`src/rtl/clnw_pkg.sv`:
```
// Shared types, command constants and sequencing functions for the character LCD
// nibble writer. Used by clnw_seq, char_lcd_nibble_writer and the testbench; depends on nothing.
package clnw_pkg;

	localparam int CfgIdxW = 3;
	localparam int TickW   = 16;

	// Request codes carried in the mode field.
	localparam logic [2:0] MODE_TICK   = 3'd0;
	localparam logic [2:0] MODE_DATA   = 3'd1;
	localparam logic [2:0] MODE_CMD    = 3'd2;
	localparam logic [2:0] MODE_INIT   = 3'd3;
	localparam logic [2:0] MODE_CURSOR = 3'd4;

	// Configuration register indexes.
	localparam logic [CfgIdxW-1:0] REG_ENABLE_PULSE = 3'd0;
	localparam logic [CfgIdxW-1:0] REG_NIBBLE_GAP   = 3'd1;
	localparam logic [CfgIdxW-1:0] REG_SHORT_WAIT   = 3'd2;
	localparam logic [CfgIdxW-1:0] REG_LONG_WAIT    = 3'd3;
	localparam logic [CfgIdxW-1:0] REG_INIT_NWAIT   = 3'd4;
	localparam logic [CfgIdxW-1:0] REG_POWER_UP     = 3'd5;

	// Display commands and wake-up nibbles.
	localparam logic [7:0] CMD_CLEAR     = 8'h01;
	localparam logic [7:0] CMD_HOME      = 8'h02;
	localparam logic [7:0] CMD_SET_DDRAM = 8'h80;
	localparam logic [3:0] NIB_WAKE      = 4'h3;
	localparam logic [3:0] NIB_4BIT      = 4'h2;

	// Init sequence step markers.
	localparam logic [3:0] STEP_NONE       = 4'd0;
	localparam logic [3:0] STEP_POWER      = 4'd1;
	localparam logic [3:0] STEP_WAKE_FIRST = 4'd2;
	localparam logic [3:0] STEP_WAKE_LAST  = 4'd4;
	localparam logic [3:0] STEP_FUNC_NIB   = 4'd5;
	localparam logic [3:0] STEP_CMD_FIRST  = 4'd6;
	localparam logic [3:0] STEP_CMD_MORE   = 4'd8;
	localparam logic [3:0] STEP_CMD_LAST   = 4'd9;
	localparam logic [3:0] STEP_FINAL      = 4'd10;

	typedef enum logic [2:0] {
		PH_IDLE,
		PH_POWER,
		PH_EN,
		PH_GAP,
		PH_NWAIT,
		PH_BWAIT,
		PH_FINAL
	} phase_t;

	typedef struct packed {
		logic [TickW-1:0] enable_pulse_ticks;
		logic [TickW-1:0] nibble_gap_ticks;
		logic [TickW-1:0] short_wait_ticks;
		logic [TickW-1:0] long_wait_ticks;
		logic [TickW-1:0] init_nibble_wait_ticks;
		logic [TickW-1:0] power_up_ticks;
	} cfg_t;

	typedef struct packed {
		logic [2:0] mode;
		logic [7:0] byte_value;
		logic [1:0] cursor_row;
		logic [5:0] cursor_col;
	} item_t;

	typedef struct packed {
		logic       accepted;
		logic       busy_res;
		logic [3:0] data_nibble;
		logic       enable_pin;
		logic       reg_select;
	} res_t;

	typedef struct packed {
		phase_t           phase;
		logic [TickW-1:0] delay_count;
		logic [7:0]       byte_latch;
		logic             low_half_pending;
		logic [3:0]       init_step;
		logic             rs_level;
		logic             enable_level;
		logic [3:0]       nibble_out;
	} ctl_state_t;

	function automatic logic [7:0] row_base(input logic [1:0] row);
		case (row)
			2'd0:    row_base = 8'h00;
			2'd1:    row_base = 8'h40;
			2'd2:    row_base = 8'h14;
			default: row_base = 8'h54;
		endcase
	endfunction

	function automatic logic [7:0] init_cmd(input logic [1:0] idx);
		case (idx)
			2'd0:    init_cmd = 8'h28;
			2'd1:    init_cmd = 8'h0C;
			2'd2:    init_cmd = 8'h01;
			default: init_cmd = 8'h06;
		endcase
	endfunction

	function automatic ctl_state_t start_nibble(input ctl_state_t s, input logic [3:0] nib,
			input cfg_t c);
		ctl_state_t n;
		n = s;
		n.nibble_out   = nib;
		n.enable_level = 1'b1;
		n.phase        = PH_EN;
		// An enable time of zero is stretched to one tick.
		n.delay_count  = (c.enable_pulse_ticks == '0) ? TickW'(1) : c.enable_pulse_ticks;
		return n;
	endfunction

	function automatic ctl_state_t start_byte(input ctl_state_t s, input logic [7:0] b,
			input logic rs, input cfg_t c);
		ctl_state_t n;
		n = s;
		n.byte_latch       = b;
		n.rs_level         = rs;
		n.low_half_pending = 1'b1;
		return start_nibble(n, b[7:4], c);
	endfunction

	// Leave the current phase, whose time is over, and enter the next one.
	function automatic ctl_state_t advance(input ctl_state_t s, input cfg_t c);
		ctl_state_t n;
		logic [3:0] step_inc;
		logic [3:0] cmd_idx;
		n        = s;
		step_inc = s.init_step + 4'd1;
		cmd_idx  = step_inc - STEP_CMD_FIRST;
		case (s.phase)
			PH_POWER: begin
				n.init_step = STEP_WAKE_FIRST;
				n = start_nibble(n, NIB_WAKE, c);
			end
			PH_EN: begin
				n.enable_level = 1'b0;
				n.phase        = PH_GAP;
				n.delay_count  = c.nibble_gap_ticks;
			end
			PH_GAP: begin
				if (s.init_step >= STEP_WAKE_FIRST && s.init_step <= STEP_FUNC_NIB) begin
					n.phase       = PH_NWAIT;
					n.delay_count = c.init_nibble_wait_ticks;
				end else if (s.low_half_pending) begin
					n.low_half_pending = 1'b0;
					n = start_nibble(n, s.byte_latch[3:0], c);
				end else begin
					n.phase = PH_BWAIT;
					if (!s.rs_level && (s.byte_latch == CMD_CLEAR || s.byte_latch == CMD_HOME))
						n.delay_count = c.long_wait_ticks;
					else
						n.delay_count = c.short_wait_ticks;
				end
			end
			PH_NWAIT: begin
				n.init_step = step_inc;
				if (step_inc <= STEP_WAKE_LAST) begin
					n = start_nibble(n, NIB_WAKE, c);
				end else if (step_inc == STEP_FUNC_NIB) begin
					n = start_nibble(n, NIB_4BIT, c);
				end else begin
					n.init_step = STEP_CMD_FIRST;
					n = start_byte(n, init_cmd(2'd0), 1'b0, c);
				end
			end
			PH_BWAIT: begin
				if (s.init_step >= STEP_CMD_FIRST && s.init_step <= STEP_CMD_MORE) begin
					n.init_step = step_inc;
					n = start_byte(n, init_cmd(cmd_idx[1:0]), 1'b0, c);
				end else if (s.init_step == STEP_CMD_LAST) begin
					n.init_step   = STEP_FINAL;
					n.phase       = PH_FINAL;
					n.delay_count = c.long_wait_ticks;
				end else begin
					n.init_step   = STEP_NONE;
					n.phase       = PH_IDLE;
					n.delay_count = '0;
				end
			end
			default: begin
				n.init_step   = STEP_NONE;
				n.phase       = PH_IDLE;
				n.delay_count = '0;
			end
		endcase
		return n;
	endfunction

	// Run through every phase that has expired. The enable phase always lasts at
	// least one tick, so at most four phases can end in one tick.
	function automatic ctl_state_t settle(input ctl_state_t s, input cfg_t c);
		ctl_state_t n;
		n = s;
		for (int i = 0; i < 4; i++) begin
			if (n.phase != PH_IDLE && n.delay_count == '0)
				n = advance(n, c);
		end
		return n;
	endfunction

endpackage

```
`src/rtl/char_lcd_nibble_writer.sv`:
```
// Top level of the character LCD nibble writer: stream ports, configuration
// registers, input register and result register. Depends on clnw_pkg, clnw_seq.
//
// Usage: every transaction on the slave stream is one timing tick of an
// HD44780-style 4-bit display controller. Its mode field asks for nothing, a
// data byte, a command byte, the power-up initialization or a cursor move.
// For every input transaction exactly one result transaction leaves on the
// master stream, carrying the RS, E and D7..D4 pin levels after that tick,
// the busy flag and whether the tick's request was taken.
// A request that arrives while a sequence or wait is running is dropped and
// reported with accepted low.
// An item is held in the input register, and its result is loaded into the
// output register when that register is free to take it.
// Throughput is one item per clock unless results stall; the sequencer state
// advances once per item, so wall-clock time between ticks does not matter.
// When the master side stalls, the output register holds its result, the input
// register fills, and s_axis_tready falls until the result is taken.
// Reset clears the pipeline, sets the timing registers to their defaults and
// puts the sequencer in idle with all pins low. Configuration writes are meant
// for times when no sequence is running.
module char_lcd_nibble_writer (
	input  logic                          clk,
	input  logic                          arst_n,
	input  logic                          s_axis_tvalid,
	output logic                          s_axis_tready,
	// mode[2:0], byte_value[10:3], cursor_row[12:11], cursor_col[18:13], zero fill
	input  logic [23:0]                   s_axis_tdata,
	output logic                          m_axis_tvalid,
	input  logic                          m_axis_tready,
	// reg_select[0], enable_pin[1], data_nibble[5:2], busy_res[6], accepted[7]
	output logic [7:0]                    m_axis_tdata,
	input  logic                          cfg_wr_en,
	input  logic [clnw_pkg::CfgIdxW-1:0]  cfg_addr,
	input  logic [clnw_pkg::TickW-1:0]    cfg_wdata
);
	import clnw_pkg::*;

	cfg_t  cfg_q;
	item_t item_s1;
	logic  valid_s1;
	logic  out_valid_q;
	res_t  out_res_q;
	res_t  res;
	logic  out_free;
	logic  step;
	logic  in_fire;

	// The output register can take a new result when it is empty or being drained.
	assign out_free      = !out_valid_q || m_axis_tready;
	assign step          = valid_s1 && out_free;
	assign s_axis_tready = !valid_s1 || out_free;
	assign in_fire       = s_axis_tvalid && s_axis_tready;

	// Timing registers; indexes beyond the list are ignored.
	always_ff @(posedge clk or negedge arst_n) begin
		if (!arst_n) begin
			cfg_q.enable_pulse_ticks     <= TickW'(1);
			cfg_q.nibble_gap_ticks       <= TickW'(100);
			cfg_q.short_wait_ticks       <= TickW'(50);
			cfg_q.long_wait_ticks        <= TickW'(2000);
			cfg_q.init_nibble_wait_ticks <= TickW'(5000);
			cfg_q.power_up_ticks         <= TickW'(50000);
		end else if (cfg_wr_en) begin
			case (cfg_addr)
				REG_ENABLE_PULSE: cfg_q.enable_pulse_ticks     <= cfg_wdata;
				REG_NIBBLE_GAP:   cfg_q.nibble_gap_ticks       <= cfg_wdata;
				REG_SHORT_WAIT:   cfg_q.short_wait_ticks       <= cfg_wdata;
				REG_LONG_WAIT:    cfg_q.long_wait_ticks        <= cfg_wdata;
				REG_INIT_NWAIT:   cfg_q.init_nibble_wait_ticks <= cfg_wdata;
				REG_POWER_UP:     cfg_q.power_up_ticks         <= cfg_wdata;
				default: ;
			endcase
		end
	end

	// Input register.
	always_ff @(posedge clk or negedge arst_n) begin
		if (!arst_n) begin
			valid_s1 <= 1'b0;
		end else if (in_fire) begin
			valid_s1 <= 1'b1;
		end else if (step) begin
			valid_s1 <= 1'b0;
		end
	end

	always_ff @(posedge clk) begin
		if (in_fire) begin
			item_s1.mode       <= s_axis_tdata[2:0];
			item_s1.byte_value <= s_axis_tdata[10:3];
			item_s1.cursor_row <= s_axis_tdata[12:11];
			item_s1.cursor_col <= s_axis_tdata[18:13];
		end
	end

	clnw_seq u_seq (
		.clk    (clk),
		.arst_n (arst_n),
		.step   (step),
		.item   (item_s1),
		.cfg    (cfg_q),
		.res    (res)
	);

	// Result register.
	always_ff @(posedge clk or negedge arst_n) begin
		if (!arst_n) begin
			out_valid_q <= 1'b0;
		end else if (step) begin
			out_valid_q <= 1'b1;
		end else if (m_axis_tready) begin
			out_valid_q <= 1'b0;
		end
	end

	always_ff @(posedge clk) begin
		if (step)
			out_res_q <= res;
	end

	assign m_axis_tvalid = out_valid_q;
	assign m_axis_tdata  = out_res_q;

`ifndef SYNTHESIS
	a_result_not_overwritten: assert property (@(posedge clk) disable iff (!arst_n)
		(out_valid_q && !m_axis_tready) |-> !step)
		else $error("pending result overwritten");

	a_item_not_dropped: assert property (@(posedge clk) disable iff (!arst_n)
		(valid_s1 && !step) |=> valid_s1 && $stable(item_s1))
		else $error("input item lost before processing");

	a_step_gives_result: assert property (@(posedge clk) disable iff (!arst_n)
		step |=> out_valid_q)
		else $error("processed item produced no result");
`endif

endmodule

```
`src/rtl/clnw_seq.sv`:
```
// Display sequencer: holds the controller state and applies one tick per item.
// Depends on clnw_pkg for the state, config, item and result types.
module clnw_seq (
	input  logic          clk,
	input  logic          arst_n,
	input  logic          step,
	input  clnw_pkg::item_t item,
	input  clnw_pkg::cfg_t  cfg,
	output clnw_pkg::res_t  res
);
	import clnw_pkg::*;

	ctl_state_t st_q;
	ctl_state_t work;
	ctl_state_t nxt;
	logic       acc;
	logic [7:0] cursor_addr;

	assign cursor_addr = row_base(item.cursor_row) + {2'b00, item.cursor_col};

	always_ff @(posedge clk or negedge arst_n) begin
		if (!arst_n) begin
			st_q.phase            <= PH_IDLE;
			st_q.delay_count      <= '0;
			st_q.byte_latch       <= '0;
			st_q.low_half_pending <= 1'b0;
			st_q.init_step        <= STEP_NONE;
			st_q.rs_level         <= 1'b0;
			st_q.enable_level     <= 1'b0;
			st_q.nibble_out       <= '0;
		end else if (step) begin
			st_q <= nxt;
		end
	end

	always_comb begin
		work = st_q;
		if (work.phase != PH_IDLE) begin
			if (work.delay_count != '0)
				work.delay_count = work.delay_count - TickW'(1);
			work = settle(work, cfg);
		end
		nxt = work;
		acc = 1'b0;
		if (work.phase == PH_IDLE) begin
			case (item.mode)
				MODE_DATA: begin
					acc = 1'b1;
					nxt.init_step = STEP_NONE;
					nxt = start_byte(nxt, item.byte_value, 1'b1, cfg);
				end
				MODE_CMD: begin
					acc = 1'b1;
					nxt.init_step = STEP_NONE;
					nxt = start_byte(nxt, item.byte_value, 1'b0, cfg);
				end
				MODE_CURSOR: begin
					acc = 1'b1;
					nxt.init_step = STEP_NONE;
					nxt = start_byte(nxt, CMD_SET_DDRAM | cursor_addr, 1'b0, cfg);
				end
				MODE_INIT: begin
					acc = 1'b1;
					nxt.rs_level    = 1'b0;
					nxt.init_step   = STEP_POWER;
					nxt.phase       = PH_POWER;
					nxt.delay_count = cfg.power_up_ticks;
					// A zero power-up wait goes straight to the first wake-up nibble.
					if (cfg.power_up_ticks == '0)
						nxt = advance(nxt, cfg);
				end
				default: ;
			endcase
		end
	end

	assign res.reg_select  = nxt.rs_level;
	assign res.enable_pin  = nxt.enable_level;
	assign res.data_nibble = nxt.nibble_out;
	assign res.busy_res    = (nxt.phase != PH_IDLE);
	assign res.accepted    = acc;

`ifndef SYNTHESIS
	a_enable_only_in_pulse: assert property (@(posedge clk) disable iff (!arst_n)
		st_q.enable_level |-> st_q.phase == PH_EN)
		else $error("enable high outside an enable phase");

	a_idle_is_clean: assert property (@(posedge clk) disable iff (!arst_n)
		st_q.phase == PH_IDLE |-> (st_q.delay_count == '0 && st_q.init_step == STEP_NONE
			&& !st_q.low_half_pending))
		else $error("idle with leftover sequence state");

	a_no_accept_mid_wait: assert property (@(posedge clk) disable iff (!arst_n)
		(step && st_q.phase != PH_IDLE && st_q.delay_count > TickW'(1)) |-> !res.accepted)
		else $error("request taken while a phase still had time left");

	a_step_reaches_state: assert property (@(posedge clk) disable iff (!arst_n)
		step |=> st_q.enable_level == $past(res.enable_pin)
			&& st_q.nibble_out == $past(res.data_nibble))
		else $error("reported pin levels differ from stored state");
`endif

endmodule

```
`config.mk`:
```
export PLATFORM = sky130hd
export DESIGN_NAME = char_lcd_nibble_writer
export DESIGN_NICKNAME = d
export VERILOG_FILES = /design/src/rtl/clnw_pkg.sv /design/src/rtl/char_lcd_nibble_writer.sv /design/src/rtl/clnw_seq.sv
export SDC_FILE = /design/constraint.sdc
export NUM_CORES = 1
export LEC_CHECK = 0
export BUFFER_PORTS_ARGS = -buffer_cell sky130_fd_sc_hd__buf_4
export CORE_ASPECT_RATIO = 1.1
export CORE_MARGIN = 2
export CORE_UTILIZATION = 45
export DETAILED_ROUTE_END_ITERATION = 12
export PLACE_DENSITY = 0.61
export SLEW_MARGIN = 20
export SYNTH_ARGS = -nofsm -noshare
export SYNTH_HDL_FRONTEND = slang
export SYNTH_SLANG_ARGS = --single-unit
```
`constraint.sdc`:
```
create_clock -name clk -period 12.55 [get_ports clk]
set_clock_uncertainty 0.15 [all_clocks]
set_input_delay 0 -clock clk [delete_from_list [all_inputs] [get_ports clk]]
set_output_delay 0 -clock clk [all_outputs]
set_load 0.005 [all_outputs]
```
==> impl_metrics.yaml <==
drt:
  met3_length_um: 7510
  ant_nets: 0
  drt-met1-wl_um: 23700
  wl_per_cell_um: 31.3
  dr.pass1.iters: 9
  top_layer: "met4"
  drc: 0
  wl_met2_um: 28600
  drtIter0Drc: 2287
  finalWirelength_um: 64900
  drt-vias-per-instance: 7.42
  vias: 15396
synthesis:
  yosys.area.top_type_share_pct: 20.3
  synth_edf_count: 27
  synth_top_cell_by_area: "dfrtp_1"
  synthArstFlopShare_pct: 83.4
  synth-seq-cells: 163
  synth.avg_cell_area_um2: 8.63
  yosys_warnings: 0
  synth-main-ff-cell: "dfrtp_1"
  synth_area_um2: 13800
  synth_area_leaders: "dfrtp_1, mux2_2, edfxtp_1"
  synth_nets: 1669
  seq_area_frac_synth_pct: 30.7
  synthCells: 1601
  synthDistinctLibCells: 99
critical_path:
  worstPathArrival_ns: 10.81
  worstSetupPathType: "flip-flop to flip-flop"
  crit_path_end_kind: "flip-flop"
  critPathMaxStageDelay_ns: 0.77
  required_ns: 12.81
  worst_path_most_repeated_cell: "buf_4"
  crit_fanout: 18
  cp-start-kind: "flip-flop"
  critPathSlowestCell: "nor4_2"
placed_design:
  placed_cell_area_um2: 14800
  dp_hpwl_um: 45600
  io_buffers: 52
  dp_worst_setup_slack_ns: 2.60
  place.gp.congestion: 1.04
timing:
  min_period_ns: 10.55
  slew_headroom_pct: 17.8
  fin_crit_sh_pct: 84.0
  fmax_mhz: 94.8
  grt_setup_unrepaired: "false"
  setup_tns_ns: 0
  slew_violations: 0
  worstMarginPinSlew_ns: 1.23
  hold_viol_final: 12
  hold_ws_ns: -0.0108
  finalSetupViolCount: 0
  setup_slack_ns: 2.00
power_and_ir_drop:
  seqPwrFrac_pct: 34.1
  p_leak_nw: 5.72
  combPwrFrac_pct: 45.2
  switching_share_pct: 47.6
  clock_power_share_pct: 20.7
  vdd_drop_max_uv: 122
  p_switching_mw: 1.19
  power_density_nw_per_um2: 158
  p_int_mw: 1.31
  power_mw: 2.49
global_route:
  grt_pass1_vias: 14769
  grt_usage_pct: 40.6
  grt_antenna_before_repair: 2
  gr-total-overflow: 0
  grt_max_degree: 77
  grt_pass1_wl_um: 96000
floorplan:
  start_util_pct: 45.5
  die_x_um: 171
  num_io_pins: 58
  die_h_um: 188
  core_area_um2: 30300
  dieArea_um2: 32100
  rows: 67
clock_network:
  htree_levels: 4
  post_cts_buffers: 0
  tritoncts: "built"
  cts_made_buffers: 17
  path_clk_slew_ns: 0.07
  clock_path_buffers: 2
  cts-root-buf: "clkbuf_16"
  clk_latency_ns: 0.47
  cts.sinks: 163
layout:
  drive_gt1_share_pct: 20.2
  area_growth_syn_to_layout_pct: 14.5
  final_area_um2: 15800
  final_util_pct: 52.1
  fin_nets: 1715
  multi_input_area_um2: 9040
  seqCellArea_um2: 4240
  fill_cells: 2908
outcome:
  violations: "negative hold slack"
  status: "finished with violations"
job:
  cap_violations: 0
min_path:
  min_path_type: "input port to async pin"
==> worst max-delay path: cells and delay by family, from the launching register on <==
family	cells	cell delay (ns)
AOI/OAI and AO/OA	11	3.96
adders and majority gates	1	0.32
buffers and inverters	4	1.11
DFF	1	0.61
muxes	1	0.20
and+or+nand+nor	10	4.06
==> worst paths after layout <==
kind	startpoint	end	slack, ns	cells past startpoint
max reg2reg	u_seq.st_q[31]	u_seq.st_q[28]	2.00	27
max in group asynchronous	arst_n	cfg_q[92]	10.97	3
max	u_seq.st_q[31]	u_seq.st_q[28]	2.00	27
min	arst_n	u_seq.st_q[6]	-0.01	2
min reg2reg	u_seq.st_q[15]	u_seq.st_q[15]	0.33	1
min in group clk	cfg_addr[2]	cfg_q[83]	0.01	4
==> synthesized netlist by cell type (8+ instances only) <==
cell       number
inv_1          40
nor2_1        116
o311ai_0        9
a221o_1        22
nor4_1         22
nand4_1        43
a32oi_1        24
mux2i_1        25
a222oi_1       21
o31ai_1        26
and2_1         16
a311oi_1       19
buf_2          16
dfrtp_1       112
buf_1           8
nor2b_1         9
o211ai_1       20
nand3b_1       10
o2111ai_1      11
xnor2_1         9
a221oi_1       12
or2_2           8
mux2_2         99
edfxtp_1       27
nand2b_1       13
nor4b_1         9
a31oi_1        12
a22oi_1        16
o21ai_0        82
o31a_1         17
o221a_2         8
a211oi_1       25
or4_1          10
o22ai_1        28
and3_1         10
a211o_1        11
a21oi_1        95
nand2_1       109
dfstp_2        24
a22o_1          8
nor3_1         80
ha_1           20
clkbuf_1      100
nand3_1        31
or3_1          20
==> power by group through the flow <==
stage	Sequential [mW]	Clock, mW	Combinational, mW
global placement	0.842	0	1.04
finish	0.850	0.517	1.13
detailed placement	0.843	0	1.05
floorplan	0.730	0	0.714
CTS	0.833	0.522	1.07
global route	0.855	0.543	1.18
==> stage by stage <==
| step | hold slack, ns | instances |
|---|---|---|
| after floorplan | -0.446 | 1601 |
| after global placement | -0.0649 | 2001 |
| after detailed placement | -0.0630 | 2001 |
| after CTS | 0.00237 | 2072 |
| after global routing | 0.0189 | 2074 |
| final | -0.0108 | 2075 |
==> metal layers <==
layer | track usage, % | vias to the layer above
met5 | 0 | -
met2 | 61.6 | 1146
met1 | 49.3 | 7427
li1 | - | 6473
met3 | 12.5 | 350
met4 | 27.1 | 0
==> state kept, by name (all words and copies together) (netlist names) <==
name           count
u_seq.st_q        38
cfg_q             96
valid_s1           1
m_axis_tdata       8
item_s1           19
m_axis_tvalid      1
==> placed cells by master, fill, tap and decap left out, drive strengths merged, types with 11 or more instances in the layout <==
master and n:
nand2b 13, a221oi 13, a311oi 19, nor2 116, edfxtp 27, o31a 17, o31ai 26, a31oi 13
dfstp 24, o2111ai 11, a211oi 25, or4 13, mux2 101, o211ai 21, and2 17, nand4 44
o21ai 86, o22ai 28, clkbuf 18, o221a 14, dfrtp 112, a221o 22, nand3 31, inv 50
a222oi 21, a21oi 95, a22oi 16, or3 20, a32oi 24, buf 118, mux2i 25, nor4 28
dlygate4sd3 39, nor3 80, nand2 109, ha 20, a211o 11, nor4b 11
==> timing repair <==
| item | in CTS | in global routing |
|---|---|---|
| endpoints found under the hold margin | 192 | 0 |
| gates resized for setup | 0 | 0 |
| hold buffers | 39 | 0 |
==> layout make-up <==
type,count,area share [%]
tap,414,3.27
clock buffer,18,2.71
sequential,163,26.8
inverter,40,0.949
multi-input combinational,1268,57.1
antenna,1,0.0158
clock inverter,14,0.854
timing repair buffer,157,8.24
==> cells by family after synthesis <==
group	Yosys count	synth area share, %
compound gates	556	29.9
simple gates	552	21.7
buf+inv	170	4.96
flops	163	30.7
mux	126	10.1
fa+ha+maj	20	1.81
xor+xnor	14	0.887
(Power assumes the default switching activity.)
